File: src/rtl/poly1305_mac_assert.svh
// Assertion macros for the Poly1305 controller; clk and rst_n come from the including module.
`ifndef POLY1305_MAC_ASSERT_SVH
`define POLY1305_MAC_ASSERT_SVH

// Consequent must hold in the same cycle as the antecedent.
`define P1305_ASSERT_SAME(name, ante, cons) \
    name: assert property (@(posedge clk) disable iff (!rst_n) (ante) |-> (cons)) \
        else $error("poly1305_mac: assertion failed");

// Consequent must hold in the cycle after the antecedent.
`define P1305_ASSERT_NEXT(name, ante, cons) \
    name: assert property (@(posedge clk) disable iff (!rst_n) (ante) |=> (cons)) \
        else $error("poly1305_mac: assertion failed");

`endif

File: src/rtl/p1305_pkg.sv
// Shared types and constants of the Poly1305 engine.
`default_nettype none

package p1305_pkg;

    // Radix 2^26 representation of values mod 2^130-5.
    localparam int LIMBS  = 5;
    localparam int LIMB_W = 26;
    localparam int ROW_W  = 3;

    // Pad bit 2^128 sits at bit 24 of the top limb.
    localparam int HIBIT_POS = 24;

    // Clamping masks applied to the limbs of r.
    localparam logic [LIMB_W-1:0] R_CLAMP [LIMBS] = '{
        26'h3ffffff, 26'h3ffff03, 26'h3ffc0ff, 26'h3f03fff, 26'h00fffff
    };

    // Configuration register indexes.
    localparam logic [1:0] REG_R_LOW  = 2'd0;
    localparam logic [1:0] REG_R_HIGH = 2'd1;
    localparam logic [1:0] REG_S_LOW  = 2'd2;
    localparam logic [1:0] REG_S_HIGH = 2'd3;

    typedef logic [ROW_W-1:0] row_t;

    // Commands from the controller to the datapath; at most one is active per cycle.
    typedef struct packed {
        logic load;       // add the padded block into the accumulator copy
        logic row_en;     // compute one product row
        row_t row;        // which row
        logic fix;        // fold the top carry back into limb 0
        logic fin_carry;  // final carry propagation
        logic fin_pack;   // conditional subtraction of p and packing
        logic fin_out;    // add s, write the tag, clear the accumulator
    } cmd_t;

    typedef struct packed {
        logic has_data;   // the presented block carries at least one byte
    } status_t;

endpackage

`default_nettype wire

File: src/rtl/p1305_ctrl.sv
// Controller of the Poly1305 engine: sequences limb rows, reduction and the tag output register.
`default_nettype none
`include "poly1305_mac_assert.svh"

module p1305_ctrl (
    input  logic                clk,
    input  logic                rst_n,
    input  logic                block_valid,
    output logic                block_ready,
    input  logic                last,
    output logic                tag_valid,
    input  logic                tag_ready,
    input  p1305_pkg::status_t  status,
    output p1305_pkg::cmd_t     cmd
);

    localparam logic [2:0] ST_IDLE = 3'd0;
    localparam logic [2:0] ST_ROW  = 3'd1;
    localparam logic [2:0] ST_FIX  = 3'd2;
    localparam logic [2:0] ST_FIN1 = 3'd3;
    localparam logic [2:0] ST_FIN2 = 3'd4;
    localparam logic [2:0] ST_FIN3 = 3'd5;

    localparam p1305_pkg::row_t ROW_LAST = p1305_pkg::ROW_W'(p1305_pkg::LIMBS - 1);

    logic [2:0]       state_reg, state_next;
    p1305_pkg::row_t  row_reg, row_next;
    logic             last_reg, last_next;
    logic             out_valid_reg, out_valid_next;
    logic             accept;
    logic             slot_free;

    assign block_ready = (state_reg == ST_IDLE);
    assign accept      = block_valid && block_ready;
    assign slot_free   = !out_valid_reg || tag_ready;
    assign tag_valid   = out_valid_reg;

    always_comb
    begin
        state_next = state_reg;
        row_next   = row_reg;
        last_next  = last_reg;
        cmd        = '0;
        cmd.row    = row_reg;
        unique case (state_reg)
            ST_IDLE:
            begin
                if (accept)
                begin
                    last_next = last;
                    if (status.has_data)
                    begin
                        cmd.load   = 1'b1;
                        row_next   = '0;
                        state_next = ST_ROW;
                    end
                    else if (last)
                        state_next = ST_FIN1;
                end
            end
            ST_ROW:
            begin
                cmd.row_en = 1'b1;
                if (row_reg == ROW_LAST)
                    state_next = ST_FIX;
                else
                    row_next = row_reg + 1'b1;
            end
            ST_FIX:
            begin
                cmd.fix    = 1'b1;
                state_next = last_reg ? ST_FIN1 : ST_IDLE;
            end
            ST_FIN1:
            begin
                cmd.fin_carry = 1'b1;
                state_next    = ST_FIN2;
            end
            ST_FIN2:
            begin
                cmd.fin_pack = 1'b1;
                state_next   = ST_FIN3;
            end
            ST_FIN3:
            begin
                if (slot_free)
                begin
                    cmd.fin_out = 1'b1;
                    state_next  = ST_IDLE;
                end
            end
            default:
            begin
                state_next = ST_IDLE;
            end
        endcase
    end

    always_comb
    begin
        if (cmd.fin_out)
            out_valid_next = 1'b1;
        else if (tag_ready)
            out_valid_next = 1'b0;
        else
            out_valid_next = out_valid_reg;
    end

    always_ff @(posedge clk or negedge rst_n)
    begin
        if (!rst_n)
        begin
            state_reg     <= ST_IDLE;
            row_reg       <= '0;
            last_reg      <= 1'b0;
            out_valid_reg <= 1'b0;
        end
        else
        begin
            state_reg     <= state_next;
            row_reg       <= row_next;
            last_reg      <= last_next;
            out_valid_reg <= out_valid_next;
        end
    end

    `P1305_ASSERT_NEXT(a_load_starts_rows, accept && status.has_data, state_reg == ST_ROW && row_reg == '0)
    `P1305_ASSERT_SAME(a_row_in_range, state_reg == ST_ROW, row_reg <= ROW_LAST)
    `P1305_ASSERT_NEXT(a_last_row_folds, state_reg == ST_ROW && row_reg == ROW_LAST, state_reg == ST_FIX)
    `P1305_ASSERT_NEXT(a_tag_waits_for_slot, state_reg == ST_FIN3 && out_valid_reg && !tag_ready, state_reg == ST_FIN3 && out_valid_reg)

endmodule

`default_nettype wire

File: config.mk
export PLATFORM = sky130hd
export DESIGN_NAME = p1305_ctrl
export DESIGN_NICKNAME = d
export VERILOG_FILES = /design/src/rtl/p1305_pkg.sv /design/src/rtl/p1305_ctrl.sv
export VERILOG_INCLUDE_DIRS = /design/src /design/src/rtl
export SDC_FILE = /design/constraint.sdc
export NUM_CORES = 1
export LEC_CHECK = 0
export BUFFER_PORTS_ARGS = -buffer_cell sky130_fd_sc_hd__buf_2
export CORE_AREA = 2 2 39 41
export CTS_BUF_LIST = sky130_fd_sc_hd__clkbuf_4 sky130_fd_sc_hd__clkbuf_8
export DETAILED_ROUTE_END_ITERATION = 8
export DIE_AREA = 0 0 41 43
export HOLD_SLACK_MARGIN = 0.15
export PLACE_DENSITY = 0.68
export SLEW_MARGIN = 20
export SYNTH_ARGS = -nofsm -noshare
export SYNTH_HDL_FRONTEND = slang
export SYNTH_SLANG_ARGS = --single-unit
File: constraint.sdc
create_clock -name clk -period 3.4 [get_ports clk]
set_input_delay 0.17 -clock clk [delete_from_list [all_inputs] [get_ports clk]]
set_output_delay 0.17 -clock clk [all_outputs]
set_load 0.02 [all_outputs]
==> results of run 1 <==
## cell usage in the layout, fill, tap and decap left out, types with 2 or more instances in the layout
cell           instances
nor2b_1                2
inv_1                  2
a21oi_1                3
nand2_1                8
a22o_1                 2
and3_1                 2
dlygate4sd3_1          2
buf_2                 16
nand2b_1               4
and2_1                 2
nor2_1                 6
ha_1                   2
clkbuf_4               3
dfrtp_1                8
a21o_1                 3
## power breakdown
part           switching (mW)  total, mW  leakage, nW  internal, mW
Combinational           0.179      0.338        0.231         0.159
Clock                  0.0343     0.0748       0.0138        0.0405
Sequential             0.0849      0.222        0.102         0.137
Total                   0.298      0.635        0.347         0.336
## critical path, stage by stage, from the launching register on
cell	delay, ns
dfrtp_1	0.56
nor3_4	0.26
and3_1	0.17
buf_2	0.15
## layer usage
metal | GRT usage [%] | vias to the layer above | wire (um)
li1 | - | 245 | -
met1 | 19.6 | 237 | 507
met5 | 0 | - | 0
met2 | 20.0 | 12 | 511
met3 | 7.85 | 0 | 66
met4 | 4.00 | 0 | 0
## per-stage QoR
step | utilization [%] | hold slack, ns | worst slack, ns
after global placement | 44.8 | 0.0212 | 2.05
after CTS | 47.9 | 0.196 | 1.82
after global routing | 47.9 | 0.217 | 1.70
final | 47.9 | 0.200 | 1.83
after floorplan | - | -0.126 | 1.95
after detailed placement | 44.8 | 0.0266 | 1.99
## cell type report
type	instances	area, um2
Multi-Input combinational cell	46	313
Tap cell	16	20.0
Inverter	2	7.51
Sequential cell	8	200
Fill cell	140	721
Clock buffer	3	22.5
Timing Repair Buffer	18	100
## worst min-delay path by stage
stage / depth (start not counted) / slack [ns] / end / start
floorplan: 0 / -0.13 / last_reg / rst_n
global placement: 1 / 0.02 / row_reg[2] / rst_n
detailed placement: 1 / 0.03 / row_reg[2] / rst_n
CTS: 3 / 0.20 / tag_valid / tag_ready
global route: 3 / 0.22 / tag_valid / tag_ready
finish: 3 / 0.20 / tag_valid / tag_ready
## cells by family (layout without fill, tap and decap cells)
| family | Yosys count | in the layout | synth area share [%] |
|---|---|---|---|
| mux | 1 | 1 | 2.04 |
| buf+inv | 6 | 23 | 7.03 |
| simple gates | 29 | 29 | 30.6 |
| flops | 8 | 8 | 36.3 |
| compound gates | 14 | 14 | 19.5 |
| fa+ha+maj | 2 | 2 | 4.53 |
## repair_timing
item | 4_1_cts | 5_1_grt
endpoints found under the hold margin | 9 | 0
hold buffers | 2 | 0
setup endpoints to repair | 0 | 0
==> flow_metrics.env, run 1 <==
export IMPL_outcome="completed"
export IMPL_clockBufferDepth=2
export IMPL_wire_per_inst_um=11.7
export IMPL_cts_tree="built"
export IMPL_synth_cells=60
export IMPL_syn_to_final_growth_pct=20.2
export IMPL_fin_setup_tns_ns=0
export IMPL_p_per_area_nw_per_um2=957
export IMPL_first_pass_iters=4
export IMPL_rsz0062_at_grt="false"
export IMPL_power_leakage_nw=0.347
export IMPL_clk_pin_slew_ns=0.06
export IMPL_clock_fmax_mhz=638
export IMPL_synth_edf_count=0
export IMPL_skew_ns=0.00165
export IMPL_synth_common_cells="8 x dfrtp_1, 8 x nand2_1, 6 x nor2_1"
export IMPL_first_global_vias=401
export IMPL_drt_total_wl_mm=1.09
export IMPL_clockRootBuffer="clkbuf_4"
export IMPL_synth_cell_types=27
export IMPL_grt_start_max_net_pins=17
export IMPL_worstReg2RegEnd="state_reg[1]"
export IMPL_drv_cap=0
export IMPL_yosysSeqAreaShare_pct=36.3
export IMPL_synth_warnings=0
export IMPL_ir_drop_v=0.000448
export IMPL_r2r_slack_ns=1.96
export IMPL_tightest_slew_ns=0.507
export IMPL_drive_gt1_share_pct=28.6
export IMPL_drt_initial_drc_count=9
export IMPL_min_period_ns=1.57
export IMPL_placed_area_um2=621
export IMPL_syn_nets=68
export IMPL_ff2ff_path_depth=5
export IMPL_syn_area_um2=552
export IMPL_start_kind="flop"
export IMPL_crit_start="state_reg[0]"
export IMPL_io_buffers=16
export IMPL_n_antenna_cell=0
export IMPL_antenna_found_initial=0
export IMPL_path_class="flop to output pin"
export IMPL_arrival_ns=1.40
export IMPL_dp_cells=88
export IMPL_start_util_pct=39.9
export IMPL_finalSetupViolations=0
export IMPL_worstPathRequired_ns=3.23
export IMPL_async_reset_ff_share_pct=100
export IMPL_post_route_period_util_pct=46.1
export IMPL_ys_flop_type="dfrtp_1"
export IMPL_cts_buffers=3
export IMPL_h_tree_depth=1
export IMPL_total_power_mw=0.635
export IMPL_drc=0
export IMPL_yosys_top_cells_area="dfrtp_1 36%, nand2_1 5.4%, ha_1 4.5%"
export IMPL_io_pins=17
export IMPL_drv_slew=0
export IMPL_netlist_area_leader_share_pct=36.3
export IMPL_final_cell_area_um2=663
export IMPL_num_vias=494
export IMPL_synth_largest_area_cell="dfrtp_1"
export IMPL_layoutNonFillerInstCount=93
export IMPL_cp_max_fo=16
export IMPL_place_hpwl_um=777
export IMPL_min_path_type="primary input to flop"
export IMPL_grt_pass1_wl_mm=1.70
export IMPL_clock_sinks=8
export IMPL_core_area_um2=1380
export IMPL_vias_per_cell=5.31
export IMPL_final_antenna_net_count=0
export IMPL_ctsResizeCount=0
export IMPL_die_y_um=43
export IMPL_synth_seq_cells=8
export IMPL_place_congestion=0.688
export IMPL_overflow=0
export IMPL_cts_setup_buffers=0
export IMPL_nNetsFinal=87
export IMPL_die_x_um=41
export IMPL_timing_hold_violations_final=0
export IMPL_end_kind="output pin"
export IMPL_rows=14
export IMPL_relSlewSlack_pct=66.2
export IMPL_r2r_start="row_reg[0]"
export IMPL_clkLatencyLatePin_ns=0.25
export IMPL_die_area_um2=1760
export IMPL_grtUsageTotal_pct=14.6
export IMPL_syn_area_per_cell_um2=9.20
export IMPL_crit_path_end="cmd[8]"
No activity file was read; power rests on OpenSTA's default activity.
==> inputs of run 2 (changes only) <==
--- a/config.mk
+++ b/config.mk
@@ -6,13 +6,14 @@
 export SDC_FILE = /design/constraint.sdc
 export NUM_CORES = 1
 export LEC_CHECK = 0
+export ABC_AREA = 1
 export BUFFER_PORTS_ARGS = -buffer_cell sky130_fd_sc_hd__buf_2
 export CORE_AREA = 2 2 39 41
 export CTS_BUF_LIST = sky130_fd_sc_hd__clkbuf_4 sky130_fd_sc_hd__clkbuf_8
 export DETAILED_ROUTE_END_ITERATION = 8
 export DIE_AREA = 0 0 41 43
 export HOLD_SLACK_MARGIN = 0.15
-export PLACE_DENSITY = 0.68
+export PLACE_DENSITY = 0.66
 export SLEW_MARGIN = 20
 export SYNTH_ARGS = -nofsm -noshare
 export SYNTH_HDL_FRONTEND = slang
==> constraint.sdc (replaced) <==
create_clock -name clk -period 1.5 [get_ports clk]
set_input_delay 0.075 -clock clk [delete_from_list [all_inputs] [get_ports clk]]
set_output_delay 0.075 -clock clk [all_outputs]
set_load 0.02 [all_outputs]
==> run 2 against run 1 <==
  * Sequential power grew 88%
  * Non-clock buffer count grew 1
  * Flip-flop and latch count is the same
  * Worst hold slack lost 0.018 ns
  * Power grew 120%
  * Global-route usage grew 0.58 points
  * Count of clock-buffer cells in the layout is the same
  * Largest cell class unchanged
==> flow_metrics.env, run 2 <==
export IMPL_outcome="completed"
export IMPL_syn_area_um2=526
export IMPL_p_switching_mw=0.698
export IMPL_clkPwrFrac_pct=11.8
export IMPL_layoutNonFillerInstCount=110
export IMPL_start_util_pct=38.0
export IMPL_die_area_um2=1760
export IMPL_overflow=0
export IMPL_cp_cell_sequence="inv_1 -> nand3_1 -> nor2_1 -> buf_2"
export IMPL_arrival_ns=1.30
export IMPL_core_area_um2=1380
export IMPL_grt_pass1_wl_mm=1.72
export IMPL_rows=14
export IMPL_whs_ns=0.183
export IMPL_drt_initial_drc_count=6
export IMPL_syn_nets=81
export IMPL_path_class="flop to output pin"
export IMPL_skew_ns=0.00336
export IMPL_final_common_cell="nand2_1"
export IMPL_syn_area_per_cell_um2=7.20
export IMPL_post_route_period_util_pct=91.8
export IMPL_grtUsageMet2_pct=24.1
export IMPL_synth_cells=73
export IMPL_final_antenna_net_count=0
export IMPL_vias_per_cell=4.49
export IMPL_final_cell_area_um2=672
export IMPL_die_y_um=43
export IMPL_clock_fmax_mhz=726
export IMPL_die_x_um=41
export IMPL_pwr_share_comb_pct=58.0
export IMPL_drt_total_wl_mm=1.05
export IMPL_synth_seq_cells=8
export IMPL_finalSetupViolations=0
export IMPL_cpPeakStageDelay_ns=0.41
export IMPL_total_power_mw=1.38
export IMPL_io_buffers=16
export IMPL_timing_hold_violations_final=0
export IMPL_final_core_util_pct=48.6
export IMPL_yosysSeqAreaShare_pct=38.1
export IMPL_worstPathRequired_ns=1.42
export IMPL_fin_ws_ns=0.123
export IMPL_min_path_type="primary input to flop"
export IMPL_clk_pin_slew_ns=0.05
export IMPL_ir_drop_v=0.000856
export IMPL_relSlewSlack_pct=86.5
export IMPL_drc=0
export IMPL_drive_gt1_share_pct=34.0
export IMPL_place_hpwl_um=851
export IMPL_drv_slew=0
export IMPL_clkLatencyLatePin_ns=0.25
export IMPL_p_per_area_nw_per_um2=2060
export IMPL_clockRootBuffer="clkbuf_4"
export IMPL_rsz0062_at_grt="false"
export IMPL_synth_common_cells="18 x nand2_1, 15 x inv_1, 9 x nor2_1"
export IMPL_clock_sinks=8
export IMPL_h_tree_depth=1
export IMPL_async_reset_ff_share_pct=100
export IMPL_synth_warnings=0
export IMPL_pwr_share_seq_pct=30.2
export IMPL_grtUsageTotal_pct=15.2
export IMPL_cts_tree="built"
export IMPL_synth_largest_area_cell="dfrtp_1"
export IMPL_synth_cell_types=19
export IMPL_first_pass_iters=4
export IMPL_place_congestion=0.837
export IMPL_first_global_vias=454
export IMPL_placed_area_um2=618
export IMPL_grt_start_max_net_pins=9
export IMPL_layout_common_cells="18 x nand2_1, 16 x buf_2, 15 x inv_1, 9 x nor2_1, 7 x dfrtp_1"
export IMPL_io_pins=17
export IMPL_dp_cells=104
export IMPL_drv_cap=0
export IMPL_swShare_pct=50.5
export IMPL_synth_edf_count=0
export IMPL_cp_max_fo=6
export IMPL_wire_per_inst_um=9.58
export IMPL_cts_buffers=3
export IMPL_netlist_area_leader_share_pct=38.1
export IMPL_clockBufferDepth=2
export IMPL_end_kind="output pin"
export IMPL_place_ws_ns=0.249
export IMPL_antenna_found_initial=0
export IMPL_use_met3_pct=7.85
export IMPL_grt_busiest_layer="met2"
export IMPL_num_vias=494
export IMPL_syn_to_final_growth_pct=27.9
export IMPL_cpLargestDelayFamily="flip-flops"
export IMPL_yosys_top_cells_area="dfrtp_1 38%, nand2_1 13%, inv_1 11%"
export IMPL_path_buf_inv=2
export IMPL_nNetsFinal=104
export IMPL_ys_flop_type="dfrtp_1"
export IMPL_start_kind="flop"
export IMPL_p_int_mw=0.685
export IMPL_grtUsageMet1_pct=16.2
export IMPL_power_leakage_nw=0.417
export IMPL_min_period_ns=1.38
export IMPL_synth_most_common_cell="nand2_1"
export IMPL_n_antenna_cell=0
export IMPL_tightest_slew_ns=0.203
export IMPL_fin_setup_tns_ns=0
export IMPL_crit_slowest_cell="dfrtp_1"
-- run 2: per-layer routing --
layer / vias up / wire (um)
li1: 260 / -
met1: 219 / 429
met2: 13 / 536
met3: 2 / 76
met4: 0 / 11
met5: - / 0
-- run 2: tightest hold or removal path, stage by stage --
cell and delay (ns):
buf_2 0.12, nor2_4 0.05, nor2_1 0.10, nor2_1 0.05
-- run 2: power groups by stage --
stage | combinational, mW | clock (mW) | sequential, mW
global route | 0.908 | 0.191 | 0.434
global placement | 0.793 | 0 | 0.412
CTS | 0.817 | 0.173 | 0.413
detailed placement | 0.812 | 0 | 0.416
floorplan | 0.558 | 0 | 0.455
finish | 0.802 | 0.163 | 0.418
-- run 2: area by class of cell --
class,instances,area (um2)
multi-input combinational,47,254
inverter,17,63.8
timing repair buffer,19,110
fill,143,712
clock buffer,3,22.5
tap,16,20.0
sequential,8,201
-- run 2: cell families after synthesis --
logic type	after synthesis	share of synthesized area [%]
flip-flops	8	38.1
AND/OR/NAND/NOR	39	35.0
adder cells (fa/ha/maj)	2	4.76
AO/OA/AOI/OAI	5	6.90
buffers and inverters	18	13.6
XOR/XNOR	1	1.67
-- run 2: final timing paths --
check | start | end | slack, ns | cells after the start
setup / recovery | state_reg[2] | cmd[8] | 0.12 | 4
hold reg to reg | last_reg | last_reg | 0.49 | 2
setup reg to reg | row_reg[0] | state_reg[1] | 0.23 | 8
hold / removal | status | state_reg[1] | 0.18 | 4
max in group asynchronous | rst_n | state_reg[0] | 1.13 | 2
min in group asynchronous | rst_n | state_reg[2] | 0.19 | 2
-- run 2: what timing repair did --
item	CTS	global route
endpoints found under the hold margin	10	0
buffers inserted	0	0
setup endpoints to repair	0	1
hold buffers	3	0
resized for setup	0	1
==> inputs of run 3 (changes only) <==
--- a/config.mk
+++ b/config.mk
@@ -12,7 +12,7 @@
 export CTS_BUF_LIST = sky130_fd_sc_hd__clkbuf_4 sky130_fd_sc_hd__clkbuf_8
 export DETAILED_ROUTE_END_ITERATION = 8
 export DIE_AREA = 0 0 41 43
-export HOLD_SLACK_MARGIN = 0.15
+export MAX_ROUTING_LAYER = met4
 export PLACE_DENSITY = 0.66
 export SLEW_MARGIN = 20
 export SYNTH_ARGS = -nofsm -noshare
==> run 3 against run 2 <==
  * Sequential share of layout area up 0.92 points
  * Largest power group unchanged
  * Largest cell class unchanged
  * First-iteration DRC count unchanged
  * Clock skew about the same
  * Combinational power about the same
  * Critical path type unchanged
  * Critical path depth unchanged
  * Cell count down 1.8%
  * Core utilization down 1.4 points
==> flow_metrics.env, run 3 (synthesis gave the netlist of run 2 again) <==
export IMPL_drc=0
export IMPL_cp_max_fo=6
export IMPL_placed_area_um2=618
export IMPL_swShare_pct=50.6
export IMPL_nNetsFinal=102
export IMPL_pwr_share_seq_pct=30.4
export IMPL_fillerInstances=145
export IMPL_post_route_period_util_pct=91.9
export IMPL_first_pass_iters=4
export IMPL_relSlewSlack_pct=86.3
export IMPL_clkPwrFrac_pct=11.8
export IMPL_io_pins=17
export IMPL_p_per_area_nw_per_um2=2120
export IMPL_arrival_ns=1.30
export IMPL_whs_ns=0.0925
export IMPL_clock_sinks=8
export IMPL_drv_cap=0
export IMPL_grt_pass1_wl_mm=1.69
export IMPL_drive_gt1_share_pct=34.8
export IMPL_pwr_share_comb_pct=57.8
export IMPL_layout_common_cells="18 x nand2_1, 16 x buf_2, 15 x inv_1, 9 x nor2_1, 7 x dfrtp_1"
export IMPL_clock_fmax_mhz=726
export IMPL_skew_ns=0.00335
export IMPL_clkLatencyLatePin_ns=0.25
export IMPL_n_antenna_cell=0
export IMPL_rows=14
export IMPL_drv_slew=0
export IMPL_vias_per_cell=4.56
export IMPL_min_period_ns=1.38
export IMPL_clockRootBuffer="clkbuf_4"
export IMPL_grtUsageTotal_pct=15.4
export IMPL_tightest_slew_ns=0.205
export IMPL_cts_buffers=3
export IMPL_path_class="flop to output pin"
export IMPL_antenna_found_initial=0
export IMPL_fin_setup_tns_ns=0
export IMPL_overflow=0
export IMPL_start_kind="flop"
export IMPL_cts_setup_buffers=0
export IMPL_num_vias=492
export IMPL_cts_tree="built"
export IMPL_core_area_um2=1380
export IMPL_p_int_mw=0.682
export IMPL_clk_pin_slew_ns=0.05
export IMPL_die_y_um=43
export IMPL_outcome="completed"
export IMPL_worstPathRequired_ns=1.42
export IMPL_place_congestion=0.850
export IMPL_die_x_um=41
export IMPL_p_switching_mw=0.699
export IMPL_final_core_util_pct=47.1
export IMPL_timing_hold_violations_final=0
export IMPL_grt_start_max_net_pins=9
export IMPL_rsz0062_at_grt="false"
export IMPL_drt_initial_drc_count=6
export IMPL_h_tree_depth=1
export IMPL_clockBufferDepth=2
export IMPL_min_path_type="primary input to flop"
export IMPL_die_area_um2=1760
export IMPL_total_power_mw=1.38
export IMPL_power_leakage_nw=0.409
export IMPL_ir_drop_v=0.000860
export IMPL_io_buffers=16
export IMPL_final_cell_area_um2=652
export IMPL_final_antenna_net_count=0
export IMPL_start_util_pct=38.0
export IMPL_first_global_vias=438
export IMPL_place_hpwl_um=851
export IMPL_wire_per_inst_um=9.69
export IMPL_syn_to_final_growth_pct=24.0
export IMPL_final_common_cell="nand2_1"
export IMPL_drt_total_wl_mm=1.05
export IMPL_finalSetupViolations=0
export IMPL_end_kind="output pin"
-- run 3: cell count changes in the layout (fill, tap and decap cells not counted) --
| cell | previous run | this run |
|---|---|---|
| dlygate4sd3_1 | 3 | 1 |
-- run 3: path summary, 6_finish.rpt --
check | cells after the start | endpoint | slack, ns | start
worst min-delay path | 3 | last_reg | 0.09 | last
max in group asynchronous | 2 | state_reg[0] | 1.13 | rst_n
worst max-delay path | 4 | cmd[8] | 0.12 | state_reg[2]
min in group asynchronous | 2 | state_reg[2] | 0.19 | rst_n
worst max register to register | 8 | state_reg[1] | 0.23 | row_reg[0]
worst min register to register | 2 | last_reg | 0.49 | last_reg
-- run 3: layer usage --
metal	vias to the layer above	share of wire, %	wire length (um)	global-route usage (%)
met3	2	7.6	80	7.85
met4	0	1.1	11	6.00
met2	15	51	529	23.4
met1	219	41	424	16.2
met5	-	0	0	-
li1	256	-	-	-
-- run 3: worst max-delay path, cell delays in order (launching register included) --
cell	delay (ns)
dfrtp_1	0.41
inv_1	0.19
nand3_1	0.17
nor2_1	0.11
buf_2	0.17
-- run 3: power by group through the flow --
stage	registers (mW)	clock network, mW	logic (mW)
2_1_floorplan	0.455	0	0.558
3_3_place_gp	0.412	0	0.793
3_5_place_dp	0.416	0	0.812
4_1_cts	0.413	0.173	0.813
5_1_grt	0.434	0.191	0.904
6_report	0.419	0.163	0.799
-- run 3: timing repair --
action,4_1_cts,5_1_grt
hold buffers,1,0
setup endpoints to repair,0,1
gates resized for setup,0,1
endpoints found under the hold margin,8,0
-- run 3: layout make-up --
class	instances	area, um2	area share [%]
repair buffers	17	90.1	13.8
flip-flops and latches	8	201	30.9
well taps	16	20.0	3.07
clock buffers	3	22.5	3.45
inverters	17	63.8	9.79
multi-input cells	47	254	39.0
-- run 3: per-stage QoR --
stage	worst slack, ns	cells
floorplan	0.232	73
global placement	0.251	104
CTS	0.0886	108
global route	0.0107	108
detailed placement	0.249	104
finish	0.122	108
